$ cat config.mk
export PLATFORM = sky130hd
export DESIGN_NAME = fee_shape
export DESIGN_NICKNAME = d
export VERILOG_FILES = /design/src/rtl/core/fee_pkg.sv /design/src/rtl/core/fee_shape.sv
export SDC_FILE = /design/constraint.sdc
export NUM_CORES = 2
export LEC_CHECK = 0
export ABC_AREA = 1
export BUFFER_PORTS_ARGS = -buffer_cell sky130_fd_sc_hd__buf_2
export CAP_MARGIN = 0
export CELL_PAD_IN_SITES_DETAIL_PLACEMENT = 2
export CELL_PAD_IN_SITES_GLOBAL_PLACEMENT = 2
export CORE_MARGIN = 2
export CORE_UTILIZATION = 40
export DETAILED_ROUTE_END_ITERATION = 16
export GPL_TIMING_DRIVEN = 0
export PLACE_DENSITY = 0.94
export SKIP_CTS_REPAIR_TIMING = 1
export SYNTH_ARGS = -nofsm -noshare
export SYNTH_HDL_FRONTEND = slang
export SYNTH_SLANG_ARGS = --single-unit
$ cat constraint.sdc
create_clock -name i_clk -period 9.6 [get_ports i_clk]
set_input_delay 0.48 -clock i_clk [delete_from_list [all_inputs] [get_ports i_clk]]
set_output_delay 0.48 -clock i_clk [all_outputs]
set_load 0.05 [all_outputs]
$ cat src/rtl/core/fee_pkg.sv
package fee_pkg;

    localparam int FB         = 16;
    localparam int TIME_W     = 24;
    localparam int COS_LOG2   = 8;
    localparam int COS_N      = 1 << COS_LOG2;
    localparam int IDX_W      = COS_LOG2 + 1;
    localparam int ALPHA_W    = FB + 1;
    localparam int COLOR_W    = FB + 4;
    localparam int PROD_W     = 2 * ALPHA_W;
    localparam int INTERP_W   = ALPHA_W + FB;
    localparam int DIV_STEPS  = FB;
    localparam int SHAPE_STAGES = 6;
    localparam int PIPE_DEPTH = 1 + DIV_STEPS + SHAPE_STAGES;

    localparam int IN_W        = 2 * TIME_W + 3 * COLOR_W;
    localparam int IN_TDATA_W  = ((IN_W + 7) / 8) * 8;
    localparam int OUT_W       = 4 * ALPHA_W;
    localparam int OUT_TDATA_W = ((OUT_W + 7) / 8) * 8;

    localparam int APB_ADDR_W = 4;
    localparam int APB_DATA_W = 32;

    localparam logic [ALPHA_W-1:0] ONE  = ALPHA_W'(1) << FB;
    localparam logic [ALPHA_W-1:0] HALF = ALPHA_W'(1) << (FB - 1);

    localparam logic [63:0] Q30_ONE = 64'd1 << 30;
    localparam logic [63:0] PI_Q30  = 64'd3373259426;

    typedef enum logic [1:0] {
        CURVE_HALF_COS  = 2'd0,
        CURVE_POW4      = 2'd1,
        CURVE_INV_POW4  = 2'd2,
        CURVE_LINEAR    = 2'd3
    } t_curve;

    typedef enum logic [1:0] {
        REG_FADE_IN  = 2'd0,
        REG_FADE_OUT = 2'd1,
        REG_PEAK     = 2'd2,
        REG_CURVE    = 2'd3
    } t_reg_idx;

    // one long-division lane: saturation flag, partial remainder, quotient so far
    typedef struct packed {
        logic              sat;
        logic [TIME_W-1:0] rem;
        logic [FB-1:0]     quo;
    } t_ramp;

    typedef struct packed {
        logic               neg;
        logic [ALPHA_W-1:0] red;
        logic [ALPHA_W-1:0] green;
        logic [ALPHA_W-1:0] blue;
    } t_side;

    typedef struct packed {
        t_ramp ramp_in;
        t_ramp ramp_out;
        t_side side;
    } t_cell_data;

    typedef logic [(COS_N+1)*ALPHA_W-1:0] t_cos_rom;

    // (1 - cos(pi k / N)) / 2 sampled at k = 0..N, Q30 taylor series rounded to FB bits
    function automatic t_cos_rom build_cos_table();
        t_cos_rom           rom;
        logic [63:0]        x;
        logic [63:0]        x2;
        logic [63:0]        term;
        logic [63:0]        v;
        logic [63:0]        e;
        logic signed [63:0] acc;
        rom = '0;
        for (int k = 0; k <= COS_N / 2; k++) begin
            x    = (PI_Q30 * 64'(k)) / COS_N;
            x2   = (x * x) >> 30;
            term = Q30_ONE;
            acc  = $signed(Q30_ONE);
            for (int n = 1; n <= 20; n++) begin
                term = ((term * x2) >> 30) / 64'((2 * n - 1) * (2 * n));
                if ((n % 2) == 1) begin
                    acc = acc - $signed(term);
                end else begin
                    acc = acc + $signed(term);
                end
            end
            if (acc < 0) begin
                acc = 0;
            end
            if (acc > $signed(Q30_ONE)) begin
                acc = $signed(Q30_ONE);
            end
            v = (Q30_ONE - 64'(acc)) >> 1;
            e = (v + (64'd1 << (29 - FB))) >> (30 - FB);
            if (e > 64'(ONE)) begin
                e = 64'(ONE);
            end
            rom[k*ALPHA_W +: ALPHA_W] = e[ALPHA_W-1:0];
        end
        for (int k = COS_N / 2 + 1; k <= COS_N; k++) begin
            rom[k*ALPHA_W +: ALPHA_W] = ONE - rom[(COS_N-k)*ALPHA_W +: ALPHA_W];
        end
        return rom;
    endfunction

    localparam t_cos_rom COS_ROM = build_cos_table();

endpackage

$ cat src/rtl/core/fee_shape.sv
module fee_shape (
    input  logic                        i_clk,
    input  logic                        i_en,
    input  fee_pkg::t_cell_data         i_data,
    input  fee_pkg::t_curve             i_curve,
    input  logic [fee_pkg::ALPHA_W-1:0] i_peak,
    output logic                        o_visible,
    output logic [fee_pkg::ALPHA_W-1:0] o_alpha,
    output logic [fee_pkg::ALPHA_W-1:0] o_red,
    output logic [fee_pkg::ALPHA_W-1:0] o_green,
    output logic [fee_pkg::ALPHA_W-1:0] o_blue
);
    import fee_pkg::*;

    // stage 1: alpha = min of ramps, input to the power curve
    logic [ALPHA_W-1:0] w_ramp_in;
    logic [ALPHA_W-1:0] w_ramp_out;
    logic [ALPHA_W-1:0] w_alpha;
    logic [ALPHA_W-1:0] w_tsel;
    logic [ALPHA_W-1:0] r1_alpha;
    logic [ALPHA_W-1:0] r1_tsel;
    t_side              r1_side;

    always_comb begin
        w_ramp_in  = i_data.ramp_in.sat  ? ONE : {1'b0, i_data.ramp_in.quo};
        w_ramp_out = i_data.ramp_out.sat ? ONE : {1'b0, i_data.ramp_out.quo};
        w_alpha    = (w_ramp_in < w_ramp_out) ? w_ramp_in : w_ramp_out;
        w_tsel     = (i_curve == CURVE_INV_POW4) ? (ONE - w_alpha) : w_alpha;
    end

    always_ff @(posedge i_clk) begin
        if (i_en) begin
            r1_alpha <= w_alpha;
            r1_tsel  <= w_tsel;
            r1_side  <= i_data.side;
        end
    end

    // stage 2: table points around alpha, first square
    logic [IDX_W-1:0]   w_idx;
    logic [IDX_W-1:0]   w_idx_b;
    logic [FB-1:0]      w_frac;
    logic [ALPHA_W-1:0] r2_a;
    logic [ALPHA_W-1:0] r2_b;
    logic [FB-1:0]      r2_frac;
    logic [PROD_W-1:0]  r2_sq;
    logic [ALPHA_W-1:0] r2_alpha;
    t_side              r2_side;

    always_comb begin
        w_idx   = r1_alpha[ALPHA_W-1 -: IDX_W];
        w_idx_b = (w_idx == IDX_W'(COS_N)) ? w_idx : w_idx + 1'b1;
        w_frac  = {r1_alpha[FB-COS_LOG2-1:0], COS_LOG2'(0)};
    end

    always_ff @(posedge i_clk) begin
        if (i_en) begin
            r2_a     <= COS_ROM[w_idx*ALPHA_W +: ALPHA_W];
            r2_b     <= COS_ROM[w_idx_b*ALPHA_W +: ALPHA_W];
            r2_frac  <= w_frac;
            r2_sq    <= PROD_W'(r1_tsel) * PROD_W'(r1_tsel);
            r2_alpha <= r1_alpha;
            r2_side  <= r1_side;
        end
    end

    // stage 3: interpolation product, second square
    logic [PROD_W-1:0]   w_sq_rnd;
    logic [ALPHA_W-1:0]  w_s;
    logic [ALPHA_W-1:0]  w_diff;
    logic                w_up;
    logic [ALPHA_W-1:0]  r3_a;
    logic                r3_up;
    logic [INTERP_W-1:0] r3_prod;
    logic [PROD_W-1:0]   r3_s2;
    logic [ALPHA_W-1:0]  r3_alpha;
    t_side               r3_side;

    always_comb begin
        w_sq_rnd = (r2_sq + PROD_W'(HALF)) >> FB;
        w_s      = w_sq_rnd[ALPHA_W-1:0];
        w_up     = (r2_b >= r2_a);
        w_diff   = w_up ? (r2_b - r2_a) : (r2_a - r2_b);
    end

    always_ff @(posedge i_clk) begin
        if (i_en) begin
            r3_a     <= r2_a;
            r3_up    <= w_up;
            r3_prod  <= INTERP_W'(w_diff) * INTERP_W'(r2_frac);
            r3_s2    <= PROD_W'(w_s) * PROD_W'(w_s);
            r3_alpha <= r2_alpha;
            r3_side  <= r2_side;
        end
    end

    // stage 4: curve select
    logic [INTERP_W-1:0] w_interp_rnd;
    logic [ALPHA_W-1:0]  w_step;
    logic [ALPHA_W-1:0]  w_cos;
    logic [PROD_W-1:0]   w_p4_rnd;
    logic [ALPHA_W-1:0]  w_p4;
    logic [ALPHA_W-1:0]  w_shaped;
    logic [ALPHA_W-1:0]  r4_shaped;
    t_side               r4_side;

    always_comb begin
        w_interp_rnd = (r3_prod + INTERP_W'(HALF)) >> FB;
        w_step       = w_interp_rnd[ALPHA_W-1:0];
        w_cos        = r3_up ? (r3_a + w_step) : (r3_a - w_step);
        w_p4_rnd     = (r3_s2 + PROD_W'(HALF)) >> FB;
        w_p4         = w_p4_rnd[ALPHA_W-1:0];
        unique case (i_curve)
            CURVE_HALF_COS: w_shaped = w_cos;
            CURVE_POW4:     w_shaped = w_p4;
            CURVE_INV_POW4: w_shaped = ONE - w_p4;
            CURVE_LINEAR:   w_shaped = r3_alpha;
            default:        w_shaped = r3_alpha;
        endcase
    end

    always_ff @(posedge i_clk) begin
        if (i_en) begin
            r4_shaped <= w_shaped;
            r4_side   <= r3_side;
        end
    end

    // stage 5: peak scale
    logic [ALPHA_W-1:0] w_peak;
    logic [PROD_W-1:0]  r5_prod;
    t_side              r5_side;

    assign w_peak = (i_peak > ONE) ? ONE : i_peak;

    always_ff @(posedge i_clk) begin
        if (i_en) begin
            r5_prod <= PROD_W'(r4_shaped) * PROD_W'(w_peak);
            r5_side <= r4_side;
        end
    end

    // stage 6: round and blank an invisible beat
    logic [PROD_W-1:0]  w_scaled;
    logic               r6_visible;
    logic [ALPHA_W-1:0] r6_alpha;
    logic [ALPHA_W-1:0] r6_red;
    logic [ALPHA_W-1:0] r6_green;
    logic [ALPHA_W-1:0] r6_blue;

    assign w_scaled = (r5_prod + PROD_W'(HALF)) >> FB;

    always_ff @(posedge i_clk) begin
        if (i_en) begin
            r6_visible <= !r5_side.neg;
            r6_alpha   <= r5_side.neg ? '0 : w_scaled[ALPHA_W-1:0];
            r6_red     <= r5_side.neg ? '0 : r5_side.red;
            r6_green   <= r5_side.neg ? '0 : r5_side.green;
            r6_blue    <= r5_side.neg ? '0 : r5_side.blue;
        end
    end

    assign o_visible = r6_visible;
    assign o_alpha   = r6_alpha;
    assign o_red     = r6_red;
    assign o_green   = r6_green;
    assign o_blue    = r6_blue;

endmodule

==> metrics.md, run 1 <==
| Metric | Value |
|---|---|
| Rows | around 140 |
| Top post-synthesis cells by area | edfxtp_1 (27%), fa_1 (23%), ha_1 (9.5%) |
| Compound-Gate Fraction of Synth Area | 0.0856 |
| Die width | 390 um |
| XOR/XNOR Fraction of Synth Area | 0.0279 |
| Yosys warns | 0 |
| Most used DFF post-synth | edfxtp_1 |
| Port buffer count | between 150 and 200 |
| Register area share after synthesis | 0.271 |
| Mapped Nets | between 8000 and 9000 |
| Placer Congestion | about 1 |
| Share of the synthesized area in the top cell type | 0.271 |
| Effective utilization at floorplan | 0.403 |
| Async S/R FF share, synth | 0 |
| Main combinational cell family by area after synthesis | adder cells |
| Cell taking the most area after synthesis | edfxtp_1 |
| DP HPWL | approximately 280 mm |
| Syn Area/Cell | roughly 8.4 um2 |
| Status | did not finish |
| Number of synthesized flops with an enable pin | 537 |
| Post-synthesis mux area share | 0.000505 |
| Die height | between 300 and 400 um |
| Gate count after technology mapping | 7049 |
| Post-Synth Adder-Cell Area | 0.329 |
| Failing step | 3_5_place_dp |
| Fraction of the mapped netlist area in simple logic gates | 0.173 |
| Post-synthesis register bit count | ~540 |
| Synthesized area | 59500 um2 |
| Boundary Pins | around 220 |
| Yosys cell types | 66 |
| Tool error | [ERROR DPL-0033] detailed placement checks failed during check placement. |
## through the flow
| stage | setup WS, ns | hold WS, ns | area [um2] | instances |
|---|---|---|---|---|
| after floorplan | 2.89 | 0.400 | 59500 | 7049 |
| after global placement | 0.274 | 0.400 | 62800 | 9153 |
## cell usage after synthesis, types with 39 or more instances
master / number
a31oi_1: 39
xor2_1: 136
inv_1: 1504
nor3_1: 58
ha_1: 453
nand4_1: 60
nor2_1: 782
nand2_1: 1343
xnor2_1: 42
nand3_1: 226
o21ai_1: 49
fa_1: 694
edfxtp_1: 537
clkbuf_1: 160
a21oi_1: 302
o21ai_0: 259
## cell families after synthesis
group,Yosys count
AND/OR/NAND/NOR,2542
buffers and inverters,1763
adder cells (fa/ha/maj),1147
AO/OA/AOI/OAI,873
flip-flops,537
XOR/XNOR,184
multiplexers,3
==> run 2, diff against run 1 <==
CELL_PAD_IN_SITES_DETAIL_PLACEMENT = unset   (was 2)
CELL_PAD_IN_SITES_GLOBAL_PLACEMENT = unset   (was 2)
PLACE_DENSITY = unset   (was 0.94)
PLACE_DENSITY_LB_ADDON = 0.15   (was unset)
==> metrics.md, run 2 <==
| Metric | Value |
|---|---|
| Commonest cells in the netlist | inv_1 (1504), nand2_1 (1343), nor2_1 (782) |
| WHS Endpoint | r1_side[1] |
| Fraction of the mapped netlist area in simple logic gates | 0.173 |
| Global-route usage over all layers | 0.278 |
| Tightest Pin Transition | around 1.3 ns |
| H-tree depth | 2 |
| Area Growth Syn to Fin | 9.47% |
| Min Hold Slack | a little under 0.03 ns |
| Compound-Gate Fraction of Synth Area | 0.0856 |
| CTS tree | built |
| Hold Path Class | in -> reg |
| Most common cell after layout, fill and taps aside | inv_1 |
| Yosys warns | 0 |
| Hold path depth | 1 |
| Main combinational cell family by area after synthesis | adder cells |
| Fin Clk Skew | 0.0824 ns |
| Commonest non-fill, non-tap cells in the layout | inv_1 (1504), nand2_1 (1343), nor2_1 (782) |
| Routed vias/inst | about 5.3 |
| Sink Count | roughly 540 |
| WL/cell | between 20 and 25 um |
| Pin count of the biggest net entering global routing | 130 |
| Max-cap violations | 0 |
| Most frequent cell after synthesis | inv_1 |
| Crit path time final | approximately 8.4 ns |
| Placer Congestion | a little over 1 |
| WP data required | 10.06 ns |
| Initial antenna violation count | 6 |
| WS Path Type | reg -> reg |
| Share of cells above drive strength 1 | 0.0517 |
| Total Neg Setup Slack | 0 ns |
| Port buffer count | around 170 |
| Clk Latency, worst-skew pair | around 0.67 ns |
| Syn Area/Cell | 8.44 um2 |
| Core footprint | between 100000 and 150000 um2 |
| Root Buffer | clkbuf_16 |
| DP HPWL | ~170 mm |
| # DRC | 0 |
| Yosys cell types | 66 |
| Gate count after technology mapping | 7049 |
| Non-Filler Instances | 9297 |
| Die Footprint | 152000 um2 |
| Hold path start | i_data[1] |
| Share of the synthesized area in the top cell type | 0.271 |
| Critical Path End Type | register |
| Worst reg2reg path depth | 26 |
| Endpoints failing hold | 0 |
| Antenna Nets Post-Route | 0 |
| Worst rel slew slack | 0.102 |
| Worst r2r src | r2_sq[19] |
| Pins Over Slew Limit | 0 |
| Via count | ~50000 |
| Reg2Reg Capture Point | r3_s2[32] |
| Post-synthesis register bit count | between 500 and 600 |
| Grt ovf | 0 |
| Worst-case clock buffer depth | 3 |
| Nets | about 8600 |
| Most used DFF post-synth | edfxtp_1 |
| Tcrit/Tclk final | 0.877 |
| FF-to-FF setup slack | around 1.2 ns |
| Rows | roughly 140 |
| First-pass detailed-route iteration total | 6 |
| Vias in the first global route | 50600 |
| Cell taking the most area after synthesis | edfxtp_1 |
| XOR/XNOR Fraction of Synth Area | 0.0279 |
| Die height | slightly below 400 um |
| Async S/R FF share, synth | 0 |
| RSZ-0062 raised after global routing | false |
| Top post-synthesis cells by area | edfxtp_1 (27%), fa_1 (23%), ha_1 (9.5%) |
| # setup viols final | 0 |
| Clock-pin slew on the worst setup and hold paths | ~0.06 ns |
| Synthesized area | between 50000 and 60000 um2 |
| Dpl cells | 9157 |
| CP Max Fanout | 10 |
| Boundary Pins | around 220 |
| Initial DRC Count | between 4000 and 5000 |
| CTS buffer count | 55 |
| Max Freq | approximately 120 MHz |
| Crit start category | register |
| Status | finished clean |
| Post-Synth Adder-Cell Area | 0.329 |
| Register area share after synthesis | 0.271 |
| Worst path arrival time | just under 9 ns |
| Routed wire length | 211 mm |
| Mapped Nets | between 8000 and 9000 |
| First-pass GRT wire length | around 320 mm |
| Number of synthesized flops with an enable pin | between 500 and 600 |
| Effective utilization at floorplan | 0.403 |
| Post-synthesis mux area share | 0.000505 |
| Die width | 390 um |
## run 2: cell counts after synthesis
No cell type changed its count.
## run 2: cell type report
| cell class | instances | area, um2 |
|---|---|---|
| multi-input cells | 4749 | 36600 |
| well taps | 1930 | 2410 |
| inverters | 1540 | 5780 |
| flip-flops and latches | 537 | 16100 |
| diodes | 1 | 2.50 |
| repair buffers | 214 | 1350 |
| plain buffers | 223 | 943 |
| clock inverters | 44 | 470 |
| fillers | 14900 | 82600 |
| clock buffers | 59 | 1390 |
## run 2: cells by family (layout without fill, tap and decap cells)
kind of cell,after synthesis,after routing
flip-flops,537,537
AO/OA/AOI/OAI,873,873
multiplexers,3,3
adder cells (fa/ha/maj),1147,1147
other,0,1
buffers and inverters,1763,2080
XOR/XNOR,184,184
AND/OR/NAND/NOR,2542,2542
## run 2: layer usage
| metal | track usage | part of all wire |
|---|---|---|
| met5 | 0 | 0.00016 |
| met4 | 0.104 | 0.042 |
| met3 | 0.0461 | 0.071 |
| met2 | 0.445 | 0.45 |
| met1 | 0.379 | 0.44 |
## run 2: critical path, cell delays in order (launching register included)
cell	delay, ns
edfxtp_1	0.40
inv_1	0.14
nor3_1	0.25
nand2_1	0.11
nor2_1	0.16
nand3_1	0.15
xor2_1	0.79
clkinv_1	0.77
nor2_1	0.45
inv_1	0.11
fa_1	0.52
fa_1	0.51
inv_1	0.06
fa_1	0.53
inv_1	0.05
fa_1	0.50
fa_1	0.43
fa_1	0.54
inv_1	0.05
ha_1	0.38
nand2_1	0.12
nor2_1	0.21
a21oi_1	0.13
o211ai_1	0.47
nand3b_1	0.14
nand2_1	0.10
xor2_1	0.18
## run 2: worst max path at each step
stage / startpoint / to / slack, ns
final: r2_sq[19] / r3_s2[32] / 1.18
after global placement: i_en / r2_sq[23] / -0.08
after CTS: r2_sq[19] / r3_s2[32] / 1.24
after detailed placement: i_peak[16] / r5_prod[30] / 1.18
after floorplan: r2_sq[16] / r3_s2[32] / 2.89
after global routing: r2_sq[19] / r3_s2[32] / 0.58
## run 2: per-stage QoR
| step | util | instance area, um2 | setup WS (ns) |
|---|---|---|---|
| detailed placement | 0.426 | 62900 | 1.18 |
| global placement | 0.425 | 62800 | -0.0780 |
| global route | 0.441 | 65100 | 0.580 |
| CTS | 0.438 | 64700 | 1.24 |
| finish | 0.441 | 65100 | 1.18 |
| floorplan | - | 59500 | 2.89 |
Power of run 2 is not shown: default switching activity piles up to over one toggle a cycle in this logic, so the estimate is an artifact.
