[config.mk]
export PLATFORM = sky130hd
export DESIGN_NAME = fee_cell
export DESIGN_NICKNAME = d
export VERILOG_FILES = /design/src/rtl/core/fee_pkg.sv /design/src/rtl/core/fee_cell.sv
export SDC_FILE = /design/constraint.sdc
export NUM_CORES = 1
export LEC_CHECK = 0
export BUFFER_PORTS_ARGS = -buffer_cell sky130_fd_sc_hd__buf_4
export CAP_MARGIN = 20
export CORE_MARGIN = 2
export CORE_UTILIZATION = 35
export CTS_CLUSTER_DIAMETER = 100
export CTS_CLUSTER_SIZE = 16
export DETAILED_ROUTE_END_ITERATION = 10
export MAX_ROUTING_LAYER = met4
export SLEW_MARGIN = 20
export SYNTH_ARGS = -nofsm -noshare
export SYNTH_HDL_FRONTEND = slang
export SYNTH_SLANG_ARGS = --single-unit
[constraint.sdc]
create_clock -name i_clk -period 7.37 [get_ports i_clk]
set_clock_uncertainty 0.05 [all_clocks]
set_input_delay 0 -clock i_clk [delete_from_list [all_inputs] [get_ports i_clk]]
set_output_delay 0 -clock i_clk [all_outputs]
set_load 0.05 [all_outputs]
[src/rtl/core/fee_pkg.sv]
package fee_pkg;

    localparam int FB         = 16;
    localparam int TIME_W     = 24;
    localparam int COS_LOG2   = 8;
    localparam int COS_N      = 1 << COS_LOG2;
    localparam int IDX_W      = COS_LOG2 + 1;
    localparam int ALPHA_W    = FB + 1;
    localparam int COLOR_W    = FB + 4;
    localparam int PROD_W     = 2 * ALPHA_W;
    localparam int INTERP_W   = ALPHA_W + FB;
    localparam int DIV_STEPS  = FB;
    localparam int SHAPE_STAGES = 6;
    localparam int PIPE_DEPTH = 1 + DIV_STEPS + SHAPE_STAGES;

    localparam int IN_W        = 2 * TIME_W + 3 * COLOR_W;
    localparam int IN_TDATA_W  = ((IN_W + 7) / 8) * 8;
    localparam int OUT_W       = 4 * ALPHA_W;
    localparam int OUT_TDATA_W = ((OUT_W + 7) / 8) * 8;

    localparam int APB_ADDR_W = 4;
    localparam int APB_DATA_W = 32;

    localparam logic [ALPHA_W-1:0] ONE  = ALPHA_W'(1) << FB;
    localparam logic [ALPHA_W-1:0] HALF = ALPHA_W'(1) << (FB - 1);

    localparam logic [63:0] Q30_ONE = 64'd1 << 30;
    localparam logic [63:0] PI_Q30  = 64'd3373259426;

    typedef enum logic [1:0] {
        CURVE_HALF_COS  = 2'd0,
        CURVE_POW4      = 2'd1,
        CURVE_INV_POW4  = 2'd2,
        CURVE_LINEAR    = 2'd3
    } t_curve;

    typedef enum logic [1:0] {
        REG_FADE_IN  = 2'd0,
        REG_FADE_OUT = 2'd1,
        REG_PEAK     = 2'd2,
        REG_CURVE    = 2'd3
    } t_reg_idx;

    // one long-division lane: saturation flag, partial remainder, quotient so far
    typedef struct packed {
        logic              sat;
        logic [TIME_W-1:0] rem;
        logic [FB-1:0]     quo;
    } t_ramp;

    typedef struct packed {
        logic               neg;
        logic [ALPHA_W-1:0] red;
        logic [ALPHA_W-1:0] green;
        logic [ALPHA_W-1:0] blue;
    } t_side;

    typedef struct packed {
        t_ramp ramp_in;
        t_ramp ramp_out;
        t_side side;
    } t_cell_data;

    typedef logic [(COS_N+1)*ALPHA_W-1:0] t_cos_rom;

    // (1 - cos(pi k / N)) / 2 sampled at k = 0..N, Q30 taylor series rounded to FB bits
    function automatic t_cos_rom build_cos_table();
        t_cos_rom           rom;
        logic [63:0]        x;
        logic [63:0]        x2;
        logic [63:0]        term;
        logic [63:0]        v;
        logic [63:0]        e;
        logic signed [63:0] acc;
        rom = '0;
        for (int k = 0; k <= COS_N / 2; k++) begin
            x    = (PI_Q30 * 64'(k)) / COS_N;
            x2   = (x * x) >> 30;
            term = Q30_ONE;
            acc  = $signed(Q30_ONE);
            for (int n = 1; n <= 20; n++) begin
                term = ((term * x2) >> 30) / 64'((2 * n - 1) * (2 * n));
                if ((n % 2) == 1) begin
                    acc = acc - $signed(term);
                end else begin
                    acc = acc + $signed(term);
                end
            end
            if (acc < 0) begin
                acc = 0;
            end
            if (acc > $signed(Q30_ONE)) begin
                acc = $signed(Q30_ONE);
            end
            v = (Q30_ONE - 64'(acc)) >> 1;
            e = (v + (64'd1 << (29 - FB))) >> (30 - FB);
            if (e > 64'(ONE)) begin
                e = 64'(ONE);
            end
            rom[k*ALPHA_W +: ALPHA_W] = e[ALPHA_W-1:0];
        end
        for (int k = COS_N / 2 + 1; k <= COS_N; k++) begin
            rom[k*ALPHA_W +: ALPHA_W] = ONE - rom[(COS_N-k)*ALPHA_W +: ALPHA_W];
        end
        return rom;
    endfunction

    localparam t_cos_rom COS_ROM = build_cos_table();

endpackage

[src/rtl/core/fee_cell.sv]
module fee_cell (
    input  logic                        i_clk,
    input  logic                        i_en,
    input  logic [fee_pkg::TIME_W-1:0]  i_len_in,
    input  logic [fee_pkg::TIME_W-1:0]  i_len_out,
    input  fee_pkg::t_cell_data         i_data,
    output fee_pkg::t_cell_data         o_data
);
    import fee_pkg::*;

    // one restoring division step: shift remainder, subtract if it fits
    function automatic t_ramp div_step(t_ramp r, logic [TIME_W-1:0] len);
        t_ramp           q;
        logic [TIME_W:0] twice;
        logic [TIME_W:0] diff;
        logic            ge;
        twice = {r.rem, 1'b0};
        diff  = twice - {1'b0, len};
        ge    = !r.sat && (twice >= {1'b0, len});
        q.sat = r.sat;
        q.rem = ge ? diff[TIME_W-1:0] : twice[TIME_W-1:0];
        q.quo = {r.quo[FB-2:0], ge};
        return q;
    endfunction

    t_cell_data n_data;
    t_cell_data r_data;

    always_comb begin
        n_data.ramp_in  = div_step(i_data.ramp_in, i_len_in);
        n_data.ramp_out = div_step(i_data.ramp_out, i_len_out);
        n_data.side     = i_data.side;
    end

    always_ff @(posedge i_clk) begin
        if (i_en) begin
            r_data <= n_data;
        end
    end

    assign o_data = r_data;

endmodule

==> summary.txt, run 1 <==
Run status
  – Status: finished clean

STA
  – Worst slew margin relative to its limit: 0.391
  – Slew Viols, Final: 0
  – Final TNS setup: 0 ns
  – Fin. Hold Viols: 0
  – Worst-margin pin slew: 0.902 ns
  – Final Cycle Share: 0.489
  – Final-report setup violation count: 0
  – RSZ-0062 raised after global routing: no
  – Fmax: 0.277 GHz
  – Final Worst Setup Slack: 3.77 ns
  – Hold Slack: 0.0562 ns
  – Min cycle time layout: 3.60 ns

Global routing
  – Grt met3 use: 0.0613
  – Tot GR Track Use: 0.200
  – Number of global-route vias before repair: 6344
  – Met1 Use GR: 0.224
  – Met2 Use GR: 0.343
  – Largest net degree at the start of global routing: 70
  – Initial antenna violation count: 0
  – Top Usage Layer GRT: met2
  – First-pass GRT wire length: 33200 µm
  – Overflow left after global routing: 0

Synth
  – Cells after Synth: 598
  – Area of the mapped netlist: 7290 µm²
  – Area leader, netlist: edfxtp_1
  – Yosys warnings: 0
  – Top FF cell, synth: edfxtp_1
  – Asr flop ratio synth: 0
  – Sequential share of the synthesized area: 0.552
  – Mapped Avg Cell Area: 12.2 µm²
  – Leading post-synthesis cells by cell area: edfxtp_1, ha_1, mux2_2
  – Count of cell types in the netlist: 58
  – Synth Net Count: 832
  – Synthesis-stage register bit count: 134
  – Share of the synthesized area in the top cell type: 0.552
  – Post-synth EDFFs: 134

Power
  – Leak Pwr: 0.00528 µW
  – Reg power frac: 0.356
  – Switching part of the total: 0.335
  – Combinational share of power: 0.305
  – Int Pwr: 1770 µW
  – Power share of the clock group: 0.340
  – Total power draw: 2670 µW
  – PwrDens: 224 nW/µm²
  – Maximum VDD drop: 0.153 mV
  – Psw: 892 µW

Placed design
  – Number of port buffers: 315
  – Routability Congestion: 0.851
  – DP Worst Slack: 4.11 ns
  – DPL Wire Length: 16100 µm

Floorplan
  – Die Height: 148 µm
  – Num ports: 318
  – Die ar.: 22000 µm²
  – Number of placement rows: 52
  – Starting density of the core: 0.358
  – Die W: 148 µm
  – CORE AREA: 20400 µm²

Routing
  – Wire per inst: 16.1 µm
  – Routed vias/inst: 4.71
  – Total number of vias: 6298
  – Final wirelength: 21600 µm
  – DRT Pass-1 Iters: 4
  – Drc violations: 0
  – DRT iter0 DRCs: 240
  – Post-DRT Antenna Nets: 0

Clocking
  – Worst-path clk slew: 0.07 ns
  – Clock root buffer: clkbuf_16
  – TritonCTS Buffers: 17
  – CTS tree: yes
  – H-tree Lvls: 4
  – Bufs on Longest Clock Path: 2
  – Sink Count: 134

Critical path
  – Crit path kind: input pin to flop
  – Crit path arrival time: 3.72 ns
  – Crit start category: input pin
  – Kind of end point of the critical path: flop
  – Maximum fanout along the worst path: 14
  – Req. time, crit path: 7.49 ns

Finish
  – Number of diodes: 0
  – Filler cell count in the final layout: 1712
  – Area Growth Syn to Fin: 63.6%
  – Largest register FFs: 134
  – Share of layout cells above drive strength 1: 0.367
  – Nets@finish: 1289

Job
  – Max-cap violations: 0

Hold path
  – Hold Crit Depth: 1
  – Worst Hold Class: input pin to flop
power by group through the flow:
stage / sequential [µW] / combinational (µW) / clock, µW
2_1_floorplan: 1220 / 234 / 0
3_3_place_gp: 963 / 750 / 0
3_5_place_dp: 965 / 751 / 0
4_1_cts: 949 / 815 / 927
5_1_grt: 956 / 866 / 955
6_report: 949 / 812 / 905
worst max-delay path, stage by stage:
cell and delay (ns):
dlygate4sd3_1 0.57, buf_4 0.15, ha_1 0.35, nand2_1 0.13, or3_1 0.42, o41a_1 0.46
a221oi_4 0.63, buf_4 0.36, mux2i_1 0.10, dlygate4sd3_1 0.56
layout by cell type (no fill, tap or decap), types with 4 or more instances in the layout:
| master | n |
|---|---|
| a21oi_1 | 40 |
| clkbuf_16 | 17 |
| ha_1 | 48 |
| nand2_1 | 26 |
| clkinv_8 | 4 |
| o21bai_1 | 4 |
| nor2b_1 | 7 |
| xor2_1 | 11 |
| inv_1 | 60 |
| edfxtp_1 | 134 |
| nand2b_1 | 10 |
| and2_1 | 4 |
| o21a_1 | 10 |
| nand3_1 | 10 |
| o31ai_1 | 4 |
| xnor2_1 | 24 |
| buf_4 | 317 |
| a211oi_1 | 9 |
| inv_6 | 4 |
| or3_1 | 4 |
| dlygate4sd3_1 | 134 |
| mux2_2 | 35 |
| o21ai_0 | 24 |
| nor3_1 | 4 |
| a21o_1 | 18 |
| nor2_1 | 37 |
| nand4_1 | 7 |
| o211ai_1 | 6 |
cell usage after synthesis, types with 4 or more instances:
cell / number
a211oi_1: 9
a21o_1: 18
a21oi_1: 40
and2_1: 4
buf_2: 4
clkbuf_1: 7
edfxtp_1: 134
ha_1: 48
inv_1: 60
mux2_2: 35
nand2_1: 26
nand2b_1: 10
nand3_1: 10
nand4_1: 7
nor2_1: 37
nor2b_1: 7
nor3_1: 4
o211ai_1: 6
o21a_1: 10
o21ai_0: 24
o21bai_1: 4
o31ai_1: 4
or3_1: 4
xnor2_1: 24
xor2_1: 11
path summary, 6_finish.rpt:
| check | start | to |
|---|---|---|
| max | i_data[86] | o_data[69] |
| min | i_en | o_data[14] |
through the flow:
step                utilization  instances  cell area (µm²)
detailed placement        0.488       1172             9950
global placement          0.488       1172             9950
global route              0.585       1338            11900
finish                    0.585       1338            11900
CTS                       0.585       1338            11900
floorplan                     -        598             7290
repair_timing:
item | 4_1_cts | 5_1_grt
buffers inserted | 0 | 0
endpoints found under the hold margin | 133 | 0
gates resized for setup | 0 | 0
hold buffers | 134 | 0
cells by family after synthesis:
kind of cell	Yosys count	share of synthesized area
XOR/XNOR	35	0.0421
flip-flops	134	0.552
AND/OR/NAND/NOR	123	0.0840
buffers and inverters	74	0.0404
AO/OA/AOI/OAI	143	0.134
adder cells (fa/ha/maj)	50	0.0879
multiplexers	39	0.0598
cell type report:
type | count | area, µm² | share of cell area
Multi-Input combinational cell | 390 | 2970 | 0.249
Timing Repair Buffer | 452 | 3730 | 0.313
Tap cell | 270 | 338 | 0.0283
Inverter | 60 | 225 | 0.0189
Sequential cell | 134 | 4020 | 0.338
Clock inverter | 15 | 209 | 0.0175
Clock buffer | 17 | 425 | 0.0357
layer usage:
layer	share of wire	vias up	wire (µm)
met4	0.018	0	378
met3	0.086	29	1860
met1	0.39	2899	8430
met2	0.51	225	10900
li1	-	3145	-
met5	0	-	0
Power figures use the tool's default switching activity.
==> run 2: changes to the inputs <==
ABC_AREA = 1   (was not set)
clock period = 3.7 ns   (was 7.37 ns; I/O delays follow)
==> run 2 against run 1 <==
  * Non-clock buffer count decreased by 1
  * Power increased by 100%
  * Core utilization decreased by 3.8 points
  * Worst hold slack improved by 0.0044 ns
  * Via count increased by 32%
  * Critical path type unchanged
  * Largest cell class unchanged
  * Largest power group unchanged
==> summary.txt, run 2 <==
Floorplan
  – Num ports: 318 (unchanged)
  – Die Height: 161 µm (was 148 µm)
  – CORE AREA: 24200 µm² (was 20400 µm²)
  – Number of placement rows: 57 (was 52)
  – Die ar.: 25800 µm² (was 22000 µm²)
  – Starting density of the core: 0.355 (was 0.358)
  – Die W: 161 µm (was 148 µm)

Finish
  – Most frequent cells in the layout: nand2_1, buf_4, inv_1 (was buf_4, dlygate4sd3_1, edfxtp_1)
  – Area Growth Syn to Fin: 54.2% (was 63.6%)
  – Largest register FFs: 134 (unchanged)
  – Share of layout cells above drive strength 1: 0.244 (was 0.367)
  – Nets@finish: 1793 (was 1289)
  – Multi-input logic area: 3630 µm² (was 2970 µm²)
  – Commonest non-fill, non-tap cell in the layout: nand2_1 (was buf_4)
  – Non-Filler Instances: 1896 (was 1338)
  – Number of diodes: 0 (unchanged)
  – Register Area: 4020 µm² (unchanged)
  – Filler cell count in the final layout: 2262 (was 1712)

Hold path
  – Worst Hold Class: input pin to flop (unchanged)
  – Hold Crit Depth: 4 (was 1)
  – Hold wc startpoint: i_len_out[1] (was i_en)

Routing
  – DRT iter0 DRCs: 485 (was 240)
  – DRT Pass-1 Iters: 6 (was 4)
  – DRT met1 WL: 11500 µm (was 8430 µm)
  – Wire per inst: 14.1 µm (was 16.1 µm)
  – Top Metal Used: met4 (unchanged)
  – DR WL met2: 13200 µm (was 10900 µm)
  – Drc violations: 0 (unchanged)
  – Final wirelength: 26700 µm (was 21600 µm)
  – Met3 Routed Length: 1480 µm (was 1860 µm)
  – Post-DRT Antenna Nets: 0 (unchanged)
  – Routed vias/inst: 4.38 (was 4.71)
  – Total number of vias: 8296 (was 6298)

Synth
  – Area leader, netlist: edfxtp_1 (unchanged)
  – Synth Area in XOR/XNOR: 0.0183 (was 0.0421)
  – Synth top cells by count: nand2_1, inv_1, edfxtp_1 (was edfxtp_1, inv_1, ha_1)
  – Asr flop ratio synth: 0 (unchanged)
  – Top FF cell, synth: edfxtp_1 (unchanged)
  – Area of the mapped netlist: 8600 µm² (was 7290 µm²)
  – Complex-gate fraction of the synthesized area: 0.0172 (was 0.134)
  – Multiplexer share of the synthesized area: 0 (was 0.0598)
  – Sequential share of the synthesized area: 0.468 (was 0.552)
  – Post-synth EDFFs: 134 (unchanged)
  – Share of the synthesized area in the top cell type: 0.468 (was 0.552)
  – Synth Area in Adders: 0.0745 (was 0.0879)
  – Leading post-synthesis cells by cell area: edfxtp_1, nand2_1, inv_1 (was edfxtp_1, ha_1, mux2_2)
  – Synth Net Count: 1335 (was 832)
  – Largest family of logic cells by synthesized area: simple AND/OR/NAND/NOR gates (was compound AO/OA/AOI/OAI gates)
  – Most common cell in the synthesized netlist: nand2_1 (was edfxtp_1)
  – Yosys warnings: 0 (unchanged)
  – Post-synthesis simple-gate area fraction: 0.313 (was 0.0840)
  – Synthesis-stage register bit count: 134 (unchanged)
  – Count of cell types in the netlist: 31 (was 58)
  – Mapped Avg Cell Area: 7.81 µm² (was 12.2 µm²)
  – Cells after Synth: 1101 (was 598)

STA
  – Fmax: 0.417 GHz
  – Fin. Hold Viols: 0 (unchanged)
  – Min cycle time layout: 2.40 ns
  – Worst slew margin relative to its limit: 0.317 (was 0.391)
  – Final TNS setup: 0 ns (unchanged)
  – Worst-margin pin slew: 1.02 ns (was 0.902 ns)
  – Final-report setup violation count: 0 (unchanged)
  – Slew Viols, Final: 0 (unchanged)
  – RSZ-0062 raised after global routing: no (unchanged)
  – Final Cycle Share: 0.648

Clocking
  – Sink Count: 134 (unchanged)
  – Clock root buffer: clkbuf_16 (unchanged)
  – Worst-path clk slew: 0.08 ns (was 0.07 ns)
  – H-tree Lvls: 4 (unchanged)
  – Setup bufs post-CTS: 0 (unchanged)
  – Bufs on Longest Clock Path: 2 (unchanged)
  – Post-CTS resize count: 0 (unchanged)
  – CTS tree: yes (unchanged)
  – TritonCTS Buffers: 17 (unchanged)
  – # hold bufs at CTS: 132 (was 134)

Power
  – Psw: 1950 µW (was 892 µW)
  – Reg power frac: 0.345 (was 0.356)
  – Maximum VDD drop: 0.246 mV (was 0.153 mV)
  – PwrDens: 411 nW/µm² (was 224 nW/µm²)
  – Int Pwr: 3500 µW (was 1770 µW)
  – Power share of the clock group: 0.337 (was 0.340)
  – Leak Pwr: 0.00691 µW (was 0.00528 µW)
  – Switching part of the total: 0.358 (was 0.335)
  – Combinational share of power: 0.318 (was 0.305)

Critical path
  – Slowest CP cell: dlygate4sd3_1 (was a221oi_4)
  – Crit start category: input pin (unchanged)
  – Crit path arrival time: 2.52 ns (was 3.72 ns)
  – CP top delay family: simple AND/OR/NAND/NOR gates (was buffers and inverters)
  – Slowest stage delay, CP: 0.56 ns (was 0.63 ns)
  – Kind of end point of the critical path: flop (unchanged)
  – Maximum fanout along the worst path: 25 (was 14)
  – Critical Path Start: i_data[126] (was i_data[86])
  – Most Frequent Cell on Critical Path: nand2_1
  – Req. time, crit path: 3.82 ns (was 7.49 ns)
  – Crit. path cell count: 11 (was 10)
  – CP bufs+invs: 2 (was 4)
  – Crit path kind: input pin to flop (unchanged)
  – Worst path cell trace: dlygate4sd3_1, buf_4, ha_1, nand2_1, nor2_1, nand2_1, nand3b_1, nand2_4, nand2_4, nand2_1, nand2_1 (was dlygate4sd3_1, buf_4, ha_1, nand2_1, or3_1, o41a_1, a221oi_4, buf_4, mux2i_1, dlygate4sd3_1)

Placed design
  – Dpl cells: 1732 (was 1172)
  – Routability Congestion: 0.905 (was 0.851)
  – DPL Wire Length: 20100 µm (was 16100 µm)
  – Number of port buffers: 315 (unchanged)

Global routing
  – Initial antenna violation count: 0 (unchanged)
  – Largest net degree at the start of global routing: 110 (was 70)
  – Tot GR Track Use: 0.211 (was 0.200)
  – Overflow left after global routing: 0 (unchanged)
  – Number of global-route vias before repair: 8077 (was 6344)
  – First-pass GRT wire length: 41700 µm (was 33200 µm)

Job
  – Max-cap violations: 0 (unchanged)

Run status
  – Status: finished clean (unchanged)
==> run 2: cell types whose count changed in the layout (fill, tap and decap cells not counted), moves of 8 or more <==
cell      before  now
nand2_1       26  431
inv_1         60  219
nand3_1       10   95
mux2_2        35    0
nor2_1        37   63
o21ai_0       24    2
xnor2_1       24    3
a21oi_1       40   21
a21o_1        18    0
nand2b_1      10    0
a211oi_1       9    0
o21a_1        10    2
==> run 2: area by class of cell <==
type,count,share of cell area
clock buffer,17,0.0321
clock inverter,15,0.0154
timing repair buffer,451,0.280
sequential,134,0.303
inverter,226,0.0640
tap,324,0.0306
multi-input combinational,729,0.274
==> run 2: metal layers <==
layer | up-vias | global-route usage
met5 | - | -
met4 | 0 | 0.0605
met3 | 32 | 0.0356
met2 | 258 | 0.368
met1 | 3644 | 0.251
li1 | 4362 | -
==> run 2: worst paths after layout <==
kind | endpoint | slack, ns
worst max-delay path | o_data[131] | 1.30
worst min-delay path | o_data[69] | 0.06
==> run 2: power groups by stage <==
stage / Combinational, µW / Sequential, µW / Clock, µW
2_1_floorplan: 564 / 2410 / 0
3_3_place_gp: 1610 / 1910 / 0
3_5_place_dp: 1620 / 1910 / 0
4_1_cts: 1740 / 1880 / 1890
5_1_grt: 1870 / 1890 / 1940
6_report: 1730 / 1880 / 1840
==> run 2: tightest hold or removal path, delay by kind of cell <==
| kind | cells | cell delay, ns |
|---|---|---|
| adders and majority gates | 1 | 0.14 |
| buffers and inverters | 1 | 0.09 |
| and+or+nand+nor | 2 | 0.15 |
==> run 2: metrics by stage <==
stage                     utilization  hold WS (ns)  power [µW]  worst slack, ns  instance area, µm²
after floorplan                     -        0.0489        2970             2.03                8600
after global placement          0.466         0.128        3520             1.45               11300
after detailed placement        0.466         0.129        3530             1.45               11300
after CTS                       0.547        0.0421        5500             1.34               13300
after global routing            0.547        0.0962        5700             1.10               13300
final                           0.547        0.0605        5450             1.30               13300
==> run 2: cells by family after synthesis <==
kind of cell / Yosys count
AND/OR/NAND/NOR: 634
buffers and inverters: 238
flip-flops: 134
adder cells (fa/ha/maj): 50
AO/OA/AOI/OAI: 27
XOR/XNOR: 18
==> run 3: changes to the inputs <==
clock period = 2 ns   (was 3.7 ns; I/O delays follow)
==> run 3 against run 2 <==
  * Count of clock-buffer cells in the layout unchanged
  * Core utilization up 2.8 points
  * Sequential power up 85%
  * Clock power up 92%
  * Critical endpoint is now o_data[112]
  * Global-route usage up 1.3 points
==> summary.txt, run 3 (synthesis results as in run 2) <==
Finish
  – Number of diodes: 0 (unchanged)
  – Design area: 13900 µm² (was 13300 µm²)
  – Multi-input logic area: 3700 µm² (was 3630 µm²)
  – Most frequent cells in the layout: nand2_1, buf_4, inv_1 (unchanged)
  – Nets@finish: 1861 (was 1793)
  – Area Growth Syn to Fin: 62.0% (was 54.2%)
  – Filler cell count in the final layout: 2284 (was 2262)
  – Largest register FFs: 134 (unchanged)
  – Commonest non-fill, non-tap cell in the layout: nand2_1 (unchanged)
  – Register Area: 4020 µm² (unchanged)
  – Share of layout cells above drive strength 1: 0.278 (was 0.244)

Clocking
  – Worst-path clk slew: 0.07 ns (was 0.08 ns)
  – Bufs on Longest Clock Path: 2 (unchanged)
  – H-tree Lvls: 4 (unchanged)
  – CTS tree: yes (unchanged)
  – Sink Count: 134 (unchanged)
  – TritonCTS Buffers: 17 (unchanged)
  – Clock root buffer: clkbuf_16 (unchanged)

Routing
  – Routed vias/inst: 4.37 (was 4.38)
  – Wire per inst: 14.6 µm (was 14.1 µm)
  – DRT Pass-1 Iters: 5 (was 6)
  – Final wirelength: 28700 µm (was 26700 µm)
  – Total number of vias: 8592 (was 8296)
  – DRT iter0 DRCs: 486 (was 485)
  – Post-DRT Antenna Nets: 0 (unchanged)
  – Drc violations: 0 (unchanged)

STA
  – Fin. Hold Viols: 0 (unchanged)
  – Worst-margin pin slew: 0.593 ns (was 1.02 ns)
  – Min cycle time layout: 1.91 ns
  – Slew Viols, Final: 0 (unchanged)
  – Final-report setup violation count: 0 (unchanged)
  – Fmax: 0.522 GHz
  – Final Worst Setup Slack: 0.0852 ns (was 1.30 ns)
  – Final Cycle Share: 0.957
  – Worst slew margin relative to its limit: 0.604 (was 0.317)

Power
  – PwrDens: 751 nW/µm² (was 411 nW/µm²)
  – Int Pwr: 6780 µW (was 3500 µW)
  – Combinational share of power: 0.330 (was 0.318)
  – Total power draw: 10500 µW (was 5450 µW)
  – Switching part of the total: 0.352 (was 0.358)
  – Maximum VDD drop: 0.465 mV (was 0.246 mV)
  – Leak Pwr: 0.00729 µW (was 0.00691 µW)
  – Reg power frac: 0.333 (was 0.345)
  – Power share of the clock group: 0.337 (about the same)
  – Psw: 3680 µW (was 1950 µW)

Floorplan
  – Starting density of the core: 0.355 (unchanged)
  – Num ports: 318 (unchanged)
  – Die ar.: 25800 µm² (unchanged)
  – CORE AREA: 24200 µm² (unchanged)
  – Die Height: 161 µm (unchanged)
  – Die W: 161 µm (unchanged)
  – Number of placement rows: 57 (unchanged)

Hold path
  – Hold Crit Depth: 4 (unchanged)
  – Hold wc startpoint: i_len_out[0] (was i_len_out[1])
  – Worst Hold Class: input pin to flop (unchanged)
  – Hold EP: o_data[68] (was o_data[69])

Global routing
  – Tot GR Track Use: 0.223 (was 0.211)
  – Largest net degree at the start of global routing: 42 (was 110)
  – Number of global-route vias before repair: 8526 (was 8077)
  – Overflow left after global routing: 0 (unchanged)
  – Initial antenna violation count: 0 (unchanged)
  – First-pass GRT wire length: 43800 µm (was 41700 µm)

Critical path
  – Req. time, crit path: 2.12 ns (was 3.82 ns)
  – Crit path kind: input pin to flop (unchanged)
  – Crit start category: input pin (unchanged)
  – Maximum fanout along the worst path: 7 (was 25)
  – Kind of end point of the critical path: flop (unchanged)
  – Crit path arrival time: 2.04 ns (was 2.52 ns)

Job
  – Max-cap violations: 0 (unchanged)

Placed design
  – Number of port buffers: 315 (unchanged)
  – DP Worst Slack: -0.0525 ns (was 1.45 ns)
  – Post-DP Area: 11900 µm² (was 11300 µm²)
  – Routability Congestion: 0.876 (was 0.905)
  – DPL Wire Length: 21700 µm (was 20100 µm)

Run status
  – Status: finished clean (unchanged)
[run 3: per-stage QoR]
step                      instances  hold slack (ns)  utilization  TNS (ns)
after detailed placement       1796            0.129        0.489    -0.776
after global routing           1964           0.0812        0.575  -0.00665
after CTS                      1960           0.0368        0.570         0
after floorplan                1101           0.0489            -         0
after global placement         1796            0.128        0.489    -0.494
final                          1964           0.0549        0.575         0
[run 3: power groups by stage]
stage / clock network [µW] / registers (µW) / logic [µW]
6_report: 3530 / 3480 / 3460
2_1_floorplan: 0 / 4460 / 1040
4_1_cts: 3620 / 3480 / 3420
5_1_grt: 3730 / 3510 / 3720
3_5_place_dp: 0 / 3540 / 3200
3_3_place_gp: 0 / 3530 / 3180
[run 3: final cells by class]
cell class | instances | share of cell area
multi-input combinational | 731 | 0.265
clock inverter | 15 | 0.0163
timing repair buffer | 517 | 0.309
tap | 324 | 0.0291
inverter | 226 | 0.0609
sequential | 134 | 0.289
clock buffer | 17 | 0.0305
[run 3: repair_timing]
action / 4_1_cts / 5_1_grt
endpoints found under the hold margin: 169 / 0
endpoints found under the setup margin: 0 / 24
resized for setup: 0 / 9
hold buffers: 132 / 0
setup buffers: 0 / 1
[run 3: worst max-delay path by stage]
stage	cells after the start	start	to
after global placement	12	i_len_out[8]	o_data[85]
after floorplan	13	i_len_out[12]	o_data[85]
final	13	i_data[109]	o_data[112]
after detailed placement	12	i_len_out[8]	o_data[70]
after global routing	12	i_data[109]	o_data[131]
after CTS	12	i_data[109]	o_data[130]
[run 3: metal layers]
layer	up-vias	GRT usage	part of all wire
met2	264	0.389	0.50
met5	-	-	0
met1	3802	0.264	0.43
li1	4497	-	-
met3	29	0.0411	0.055
met4	0	0.0641	0.020
[run 3: worst max-delay path: stages]
cell and delay (ns):
dlygate4sd3_1 0.55, buf_4 0.16, ha_4 0.22, ha_1 0.18, nand3_1 0.08, nor2_1 0.05
nand2_1 0.05, nand3_1 0.09, nor2_2 0.14, nand2_4 0.17, buf_4 0.22, nand3_1 0.07
nand2_1 0.06
